`src/rtl/kmp_pattern_matcher_macros.svh`:
```
// Assertion helpers for the pattern matcher.
`ifndef KMP_PATTERN_MATCHER_MACROS_SVH
`define KMP_PATTERN_MATCHER_MACROS_SVH
`ifndef SYNTHESIS
// Same-cycle implication.
`define KMP_ASSERT_NOW(lbl, clk, rst, ante, cons, msg) \
   lbl: assert property (@(posedge clk) disable iff (rst) (ante) |-> (cons)) else $error(msg);
// Next-cycle implication.
`define KMP_ASSERT_NEXT(lbl, clk, rst, ante, cons, msg) \
   lbl: assert property (@(posedge clk) disable iff (rst) (ante) |=> (cons)) else $error(msg);
`else
`define KMP_ASSERT_NOW(lbl, clk, rst, ante, cons, msg)
`define KMP_ASSERT_NEXT(lbl, clk, rst, ante, cons, msg)
`endif
`endif

```
`src/rtl/kmp_pkg.sv`:
```
package kmp_pkg;

   localparam int MAX_PATTERN = 256;
   localparam int IDX_W       = (MAX_PATTERN > 1) ? $clog2(MAX_PATTERN) : 1;
   localparam int LEN_W       = $clog2(MAX_PATTERN + 1);
   localparam int LINE_W      = 24;
   localparam int POS_W       = 16;
   localparam int BYTE_W      = 8;

   typedef enum logic [1:0] {
      OP_CLEAR  = 2'd0,
      OP_APPEND = 2'd1,
      OP_TEXT   = 2'd2,
      OP_EOL    = 2'd3
   } opcode_type;

   typedef struct packed {
      opcode_type        opcode;
      logic [BYTE_W-1:0] data_byte;
   } req_type;

   typedef struct packed {
      logic [LINE_W-1:0] line_number;
      logic [POS_W-1:0]  match_position;
   } rsp_type;

   // One write into both pattern and prefix tables at the same index.
   typedef struct packed {
      logic              en;
      logic [IDX_W-1:0]  addr;
      logic [BYTE_W-1:0] pat;
      logic [IDX_W-1:0]  border;
   } kmp_wr_type;

endpackage

```
`src/rtl/kmp_store.sv`:
```
module kmp_store
   import kmp_pkg::*;
(
   input  logic              clock,
   input  kmp_wr_type        wr,
   input  logic [IDX_W-1:0]  pat_raddr,
   input  logic [IDX_W-1:0]  pfx_raddr,
   output logic [BYTE_W-1:0] pat_rd_ff,
   output logic [IDX_W-1:0]  pfx_rd_ff
);

   logic [BYTE_W-1:0] pattern_mem [MAX_PATTERN];
   logic [IDX_W-1:0]  prefix_mem  [MAX_PATTERN];

   always_ff @(posedge clock) begin
      if (wr.en) begin
         pattern_mem[wr.addr] <= wr.pat;
         prefix_mem[wr.addr]  <= wr.border;
      end
   end

   always_ff @(posedge clock) begin
      pat_rd_ff <= pattern_mem[pat_raddr];
      pfx_rd_ff <= prefix_mem[pfx_raddr];
   end

endmodule

```
`src/rtl/kmp_pattern_matcher.sv`:
```
// Streaming Knuth-Morris-Pratt matcher. Clear, end-of-line, the first pattern
// byte, an append to a full pattern and a text byte against an empty pattern
// are handled in the idle state. Any other append or text byte makes P
// prefix-table probes, each one registered read of the pattern and prefix
// memories, then one compare; P is the fallback count plus one and averages
// under two per text byte. req_ready is high only while the sequencer is
// idle. A match is held in an output register until taken; a text byte that
// matches waits for that register to free up.
`include "kmp_pattern_matcher_macros.svh"

module kmp_pattern_matcher
   import kmp_pkg::*;
(
   input  logic    clock,
   input  logic    reset,
   input  logic    req_valid,
   output logic    req_ready,
   input  req_type req_payload,
   output logic    rsp_valid,
   input  logic    rsp_ready,
   output rsp_type rsp_payload
);

   typedef enum logic [1:0] {
      ST_IDLE,
      ST_FETCH,
      ST_TEST
   } state_type;

   state_type         state_ff, state_in;
   logic [LEN_W-1:0]  len_ff, len_in;
   logic [IDX_W-1:0]  border_ff, border_in;
   logic [LEN_W-1:0]  matched_ff, matched_in;
   logic [POS_W-1:0]  pos_ff, pos_in;
   logic [LINE_W-1:0] line_ff, line_in;
   logic [LEN_W-1:0]  k_ff, k_in;
   logic [LEN_W-1:0]  lim_ff, lim_in;
   logic [BYTE_W-1:0] byte_ff, byte_in;
   opcode_type        op_ff, op_in;
   logic              rsp_valid_ff, rsp_valid_in;
   rsp_type           rsp_data_ff, rsp_data_in;

   kmp_wr_type        wr;
   logic [BYTE_W-1:0] pat_rd;
   logic [IDX_W-1:0]  pfx_rd;
   logic [LEN_W-1:0]  k_dec;
   logic [LEN_W-1:0]  k_next;
   logic              probe_hit;
   logic              keep_falling;
   logic              out_free;

   kmp_store u_store (
      .clock     (clock),
      .wr        (wr),
      .pat_raddr (k_ff[IDX_W-1:0]),
      .pfx_raddr (k_dec[IDX_W-1:0]),
      .pat_rd_ff (pat_rd),
      .pfx_rd_ff (pfx_rd)
   );

   assign k_dec        = k_ff - 1'b1;
   assign probe_hit    = (k_ff < lim_ff) && (pat_rd == byte_ff);
   assign keep_falling = (k_ff != '0) && (k_ff <= lim_ff) &&
                         ((k_ff >= lim_ff) || (pat_rd != byte_ff));
   assign k_next       = probe_hit ? (k_ff + 1'b1) : k_ff;
   assign out_free     = !rsp_valid_ff || rsp_ready;

   assign req_ready   = (state_ff == ST_IDLE);
   assign rsp_valid   = rsp_valid_ff;
   assign rsp_payload = rsp_data_ff;

   always_comb begin
      state_in     = state_ff;
      len_in       = len_ff;
      border_in    = border_ff;
      matched_in   = matched_ff;
      pos_in       = pos_ff;
      line_in      = line_ff;
      k_in         = k_ff;
      lim_in       = lim_ff;
      byte_in      = byte_ff;
      op_in        = op_ff;
      rsp_valid_in = rsp_valid_ff && !rsp_ready;
      rsp_data_in  = rsp_data_ff;
      wr           = '0;

      case (state_ff)
         ST_IDLE: begin
            if (req_valid) begin
               case (req_payload.opcode)
                  OP_CLEAR: begin
                     len_in     = '0;
                     border_in  = '0;
                     matched_in = '0;
                     pos_in     = '0;
                     line_in    = LINE_W'(1);
                  end
                  OP_APPEND: begin
                     if (len_ff == LEN_W'(MAX_PATTERN)) begin
                        // drop: pattern full
                     end else if (len_ff == '0) begin
                        wr.en     = 1'b1;
                        wr.addr   = '0;
                        wr.pat    = req_payload.data_byte;
                        wr.border = '0;
                        border_in = '0;
                        len_in    = LEN_W'(1);
                     end else begin
                        k_in     = LEN_W'(border_ff);
                        lim_in   = len_ff;
                        byte_in  = req_payload.data_byte;
                        op_in    = OP_APPEND;
                        state_in = ST_FETCH;
                     end
                  end
                  OP_TEXT: begin
                     if (len_ff == '0) begin
                        if (pos_ff != '1) begin
                           pos_in = pos_ff + 1'b1;
                        end
                     end else begin
                        k_in     = matched_ff;
                        lim_in   = len_ff;
                        byte_in  = req_payload.data_byte;
                        op_in    = OP_TEXT;
                        state_in = ST_FETCH;
                     end
                  end
                  OP_EOL: begin
                     matched_in = '0;
                     pos_in     = '0;
                     line_in    = line_ff + 1'b1;
                  end
                  default: begin
                  end
               endcase
            end
         end
         ST_FETCH: begin
            // wait for the registered table reads at k
            state_in = ST_TEST;
         end
         ST_TEST: begin
            if (keep_falling) begin
               k_in     = LEN_W'(pfx_rd);
               state_in = ST_FETCH;
            end else if (k_ff > lim_ff) begin
               k_in     = '0;
               state_in = ST_FETCH;
            end else if (op_ff == OP_APPEND) begin
               wr.en     = 1'b1;
               wr.addr   = lim_ff[IDX_W-1:0];
               wr.pat    = byte_ff;
               wr.border = k_next[IDX_W-1:0];
               border_in = k_next[IDX_W-1:0];
               len_in    = lim_ff + 1'b1;
               state_in  = ST_IDLE;
            end else if (out_free || (k_next != lim_ff)) begin
               matched_in = k_next;
               if (k_next == lim_ff) begin
                  rsp_valid_in                = 1'b1;
                  rsp_data_in.line_number     = line_ff;
                  rsp_data_in.match_position  = pos_ff;
               end
               if (pos_ff != '1) begin
                  pos_in = pos_ff + 1'b1;
               end
               state_in = ST_IDLE;
            end
         end
         default: begin
            state_in = ST_IDLE;
         end
      endcase
   end

   always_ff @(posedge clock) begin
      if (reset) begin
         state_ff     <= ST_IDLE;
         len_ff       <= '0;
         border_ff    <= '0;
         matched_ff   <= '0;
         pos_ff       <= '0;
         line_ff      <= LINE_W'(1);
         rsp_valid_ff <= 1'b0;
      end else begin
         state_ff     <= state_in;
         len_ff       <= len_in;
         border_ff    <= border_in;
         matched_ff   <= matched_in;
         pos_ff       <= pos_in;
         line_ff      <= line_in;
         rsp_valid_ff <= rsp_valid_in;
         k_ff         <= k_in;
         lim_ff       <= lim_in;
         byte_ff      <= byte_in;
         op_ff        <= op_in;
         rsp_data_ff  <= rsp_data_in;
      end
   end

   `KMP_ASSERT_NOW(a_matched_in_range, clock, reset, 1'b1, matched_ff <= len_ff, "match count beyond pattern length")
   `KMP_ASSERT_NOW(a_border_proper, clock, reset, len_ff != '0, LEN_W'(border_ff) < len_ff, "build border not a proper border")
   `KMP_ASSERT_NOW(a_probe_in_range, clock, reset, state_ff != ST_IDLE, k_ff <= lim_ff, "fallback index beyond limit")
   `KMP_ASSERT_NEXT(a_match_waits, clock, reset, rsp_valid_ff && !rsp_ready, rsp_valid_ff, "pending match dropped")

endmodule
```
`config.mk`:
```
export PLATFORM = sky130hd
export DESIGN_NAME = kmp_pattern_matcher
export DESIGN_NICKNAME = d
export VERILOG_FILES = /design/src/rtl/kmp_pkg.sv /design/src/rtl/kmp_store.sv /design/src/rtl/kmp_pattern_matcher.sv
export VERILOG_INCLUDE_DIRS = /design/src /design/src/rtl
export SDC_FILE = /design/constraint.sdc
export NUM_CORES = 2
export LEC_CHECK = 0
export BUFFER_PORTS_ARGS = -buffer_cell sky130_fd_sc_hd__buf_2
export CORE_MARGIN = 10
export CORE_UTILIZATION = 57
export CTS_CLUSTER_DIAMETER = 30
export CTS_CLUSTER_SIZE = 8
export DETAILED_ROUTE_END_ITERATION = 16
export HOLD_SLACK_MARGIN = 0.08
export PLACE_DENSITY_LB_ADDON = 0.12
export SLEW_MARGIN = 20
export SYNTH_ARGS = -nofsm -noshare
export SYNTH_HDL_FRONTEND = slang
export SYNTH_SLANG_ARGS = --single-unit
```
`constraint.sdc`:
```
create_clock -name clock -period 9.3 [get_ports clock]
set_input_delay 1.86 -clock clock [delete_from_list [all_inputs] [get_ports clock]]
set_output_delay 1.86 -clock clock [all_outputs]
set_load 0.01 [all_outputs]
```
==> results.cfg <==
[placement]
placement.io_buffers = 55
gp_congestion = 0.8728
place_inst = 10580
dp_worst_setup_slack_ns = 3.455
place.detailed.hpwl_mm = 240.8
placement.cell_area_um2 = 169900

[setup_path]
setup.worst_path.end_class = register
worstPathRequired_ns = 10.22
worst-path-buf-inv = 4
cp_slowest_stage_delay_ns = 0.73
crit_path_cell_trace = buf_4 > buf_12 > buf_12 > buf_12 > mux4_2 > mux4_2 > mux4_2 > mux4_2
critical_path.top_delay_family = buffers and inverters
timing.critical_path.mode_cell = sky130_fd_sc_hd__mux4_2
worst_path_max_delay_cell = sky130_fd_sc_hd__buf_4
critical_path.startpoint_type = register
cp_data_arrival_time_ns = 6.63
criticalPathCategory = reg2reg
critical_path_cell_count = 8
depth_of_the_worst_register_to_register_path = 8
timing.critical_path.fanout_max = 106

[yosys]
synthesized_area_um2 = 163200
yosys_warnings = 0
number_of_enable_type_register_cells_in_the_synthesized_netlist = 4164
mapped_nets = 6841
postSynthAreaPerCell_um2 = 23.98
async_set_or_reset_register_ratio_after_synthesis_pct = 0
yosysTopAreaCellShare_pct = 76.60
synthesis.instances = 6809
yosysUniqueCellTypes = 57
synth_flop_cell = sky130_fd_sc_hd__edfxtp_1
ys_ff_latch = 4249
synth_seq_area_share_pct = 77.64
synth_largest_area_cell = sky130_fd_sc_hd__edfxtp_1
synth.top_cells.by_area = sky130_fd_sc_hd__edfxtp_1 77%, sky130_fd_sc_hd__mux4_2 19%, sky130_fd_sc_hd__dfxtp_1 1.0%

[detailed_routing]
drt_drc_violations_left = 0
routed-via-count = 78670
routedWlPerCell_um = 35.71
final_antenna_net_count = 0
detail_route.iter0.violations = 10820
drt_wl_total_mm = 424.5
route.detailed.vias_per_inst = 6.618
drt_first_pass_iters = 7

[global_routing]
first_pass_grt_wire_length_mm = 606.7
grt_antenna_before_repair = 29
first_global_vias = 80100
gr-usage-all-layers_pct = 27.49
largest_net_degree_at_the_start_of_global_routing = 193
global_route.overflow_total = 0

[power]
power_density_nw_per_um2 = 240.9
cellLeakagePower_nw = 64.89
ir_drop_uv = 179.4

[timing]
final_report_max_slew_violation_count = 0
relative_slew_slack_pct = 15.93
layout_skew_ns = 0.08090
finalSetupTns_ns = 0
finalCritPeriodShare_pct = 61.39
worst_setup_slack_final_ns = 3.591
fmax_mhz = 175.1
setup_viol_count_final = 0
worstMarginPinSlew_ns = 1.261
hold_violations = 0
post-route-min-period_ns = 5.709
grt_setup_unrepaired = no

[cells_and_area]
count_of_filler_cells_inserted_in_the_layout = 17240
final_core_util_pct = 67.99
nets = 7603
postLayoutCellArea_um2 = 193900
drive_gt1_share_pct = 35.57
instances_no_fill = 11890
flow.area_growth_from_synthesis_pct = 18.79

[clocking]
clock_insertion_delay_worst_skew_ns = 1.07
cts.path.max_buffers = 4
post-cts-setup-buffers = 0
tritoncts_num_sinks = 4249
htree_num_levels = 6
ctsHoldBuffers = 0
clk_root_buffer_cell = sky130_fd_sc_hd__clkbuf_16
cts-buffers-inserted = 752
post_cts_resize_count = 0
tritoncts = done
clkTransAtPathRegs_ns = 0.05

[floorplan]
floorplan.die.width_um = 555.2
num_rows = 196
die-height_um = 555.2
dieArea_um2 = 308200
design.core.area_um2 = 285200
floorplan.initialDensity_pct = 57.24
design.portCount = 56

[run_status]
outcome = finished clean

[job]
drv.max_cap_violation_count = 0

[min_path]
hold-path-cell-count = 0
timing.hold.worst.class = reg2reg
==> metrics by stage <==
stage,hold slack [ns],total power [mW]
3_5_place_dp,0.4448,21.50
3_3_place_gp,0.4398,21.49
5_1_grt,0.4708,47.95
2_1_floorplan,0.4280,21.37
6_report,0.4554,46.72
4_1_cts,0.4560,46.95
==> layer usage <==
metal  vias to the layer above  track usage [%]  routed length [µm]
li1                      31010                -                   -
met1                     42430            39.19              163500
met2                      4464            42.22              203300
met3                       757            6.596               41840
met4                        10            10.10               15810
met5                         -                0                  69
==> layout make-up <==
cell class / instances / area (µm²) / share of cell area, %
timing repair buffer: 379 / 3068 / 1.582
tap: 3762 / 4707 / 2.427
antenna: 17 / 42.54 / 0.02194
sequential: 4249 / 126700 / 65.36
clock buffer: 907 / 19590 / 10.10
inverter: 17 / 63.81 / 0.03290
clock inverter: 385 / 4279 / 2.207
multi-input combinational: 2172 / 35430 / 18.27
==> flip-flops by register name, summed over array words and instances, names as in the netlist <==
signal	cells
op_ff	2
len_ff	9
border_ff	8
u_store.pat_rd_ff	8
k_ff	9
rsp_valid	1
line_ff	24
u_store.prefix_mem	2048
matched_ff	9
u_store.pfx_rd_ff	8
lim_ff	9
byte_ff	8
u_store.pattern_mem	2048
rsp_payload	40
pos_ff	16
state_ff	2
==> worst paths after layout <==
| kind | end | startpoint | slack [ns] |
|---|---|---|---|
| hold / removal | lim_ff[2] | len_ff[2] | 0.46 |
| setup reg to reg | u_store.pfx_rd_ff[1] | k_ff[0] | 3.59 |
| hold reg to reg | lim_ff[2] | len_ff[2] | 0.46 |
| setup / recovery | u_store.pfx_rd_ff[1] | k_ff[0] | 3.59 |
==> where the power goes <==
part | internal (mW) | switching, mW
Clock | 16.4 | 9.11
Sequential | 20.8 | 0.00446
Combinational | 0.0856 | 0.221
==> Yosys cell counts, types with 2 or more instances <==
| cell type | n |
|---|---|
| sky130_fd_sc_hd__o21ai_0 | 42 |
| sky130_fd_sc_hd__or4_1 | 13 |
| sky130_fd_sc_hd__nor4_2 | 2 |
| sky130_fd_sc_hd__nand2_1 | 69 |
| sky130_fd_sc_hd__o211a_1 | 2 |
| sky130_fd_sc_hd__and2_1 | 3 |
| sky130_fd_sc_hd__and3_1 | 15 |
| sky130_fd_sc_hd__nand3b_1 | 4 |
| sky130_fd_sc_hd__a21oi_1 | 52 |
| sky130_fd_sc_hd__clkbuf_1 | 225 |
| sky130_fd_sc_hd__a31oi_1 | 4 |
| sky130_fd_sc_hd__nor3_1 | 35 |
| sky130_fd_sc_hd__nand2b_1 | 9 |
| sky130_fd_sc_hd__a41oi_1 | 2 |
| sky130_fd_sc_hd__o21a_1 | 2 |
| sky130_fd_sc_hd__mux2_2 | 8 |
| sky130_fd_sc_hd__nand4_1 | 17 |
| sky130_fd_sc_hd__xnor2_1 | 27 |
| sky130_fd_sc_hd__dfxtp_1 | 85 |
| sky130_fd_sc_hd__xor2_1 | 27 |
| sky130_fd_sc_hd__a211o_1 | 2 |
| sky130_fd_sc_hd__nand3_1 | 39 |
| sky130_fd_sc_hd__a211oi_1 | 4 |
| sky130_fd_sc_hd__o211ai_1 | 4 |
| sky130_fd_sc_hd__nand4b_1 | 3 |
| sky130_fd_sc_hd__buf_2 | 118 |
| sky130_fd_sc_hd__buf_1 | 28 |
| sky130_fd_sc_hd__a21o_1 | 3 |
| sky130_fd_sc_hd__mux2i_1 | 18 |
| sky130_fd_sc_hd__nor2_1 | 342 |
| sky130_fd_sc_hd__and4_1 | 6 |
| sky130_fd_sc_hd__mux4_2 | 1354 |
| sky130_fd_sc_hd__edfxtp_1 | 4164 |
| sky130_fd_sc_hd__ha_1 | 18 |
| sky130_fd_sc_hd__inv_1 | 17 |
| sky130_fd_sc_hd__a22o_1 | 8 |
| sky130_fd_sc_hd__nor4_1 | 4 |
| sky130_fd_sc_hd__nor2b_1 | 7 |
| sky130_fd_sc_hd__or3_1 | 9 |
==> cell families after synthesis <==
logic type               after synthesis  synth area share, %
AO/OA/AOI/OAI                        138               0.5051
XOR/XNOR                              55               0.3035
adder cells (fa/ha/maj)               18               0.1380
buffers and inverters                388               0.9826
flip-flops                          4249                77.64
multiplexers                        1380                18.85
AND/OR/NAND/NOR                      581                1.587
==> layout by cell type, fill, tap and decap left out, drive strengths merged, types with 4 or more instances in the layout <==
master    Yosys  final
inv          17     38
nor3         35     35
edfxtp     4164   4164
mux2i        18     18
mux2          8      8
nand2        69     69
nor4          7      7
or4          13     13
or3           9      9
nand2b        9      9
dfxtp        85     85
clkbuf      225    907
mux4       1354   1354
and3         15     15
buf         146    379
diode         0     17
a21oi        52     52
nor2b         7      7
clkinv        0    264
xnor2        27     27
xor2         27     27
a22o          8      8
ha           18     18
o211ai        4      4
o21ai        43     43
nand4        17     17
a211oi        4      4
nor2        342    342
bufinv        0     56
and4          6      6
nand3b        4      4
nand3        39     39
a31oi         4      4
clkinvlp      0     44
Note: power is estimated with default switching activity, not from simulation.
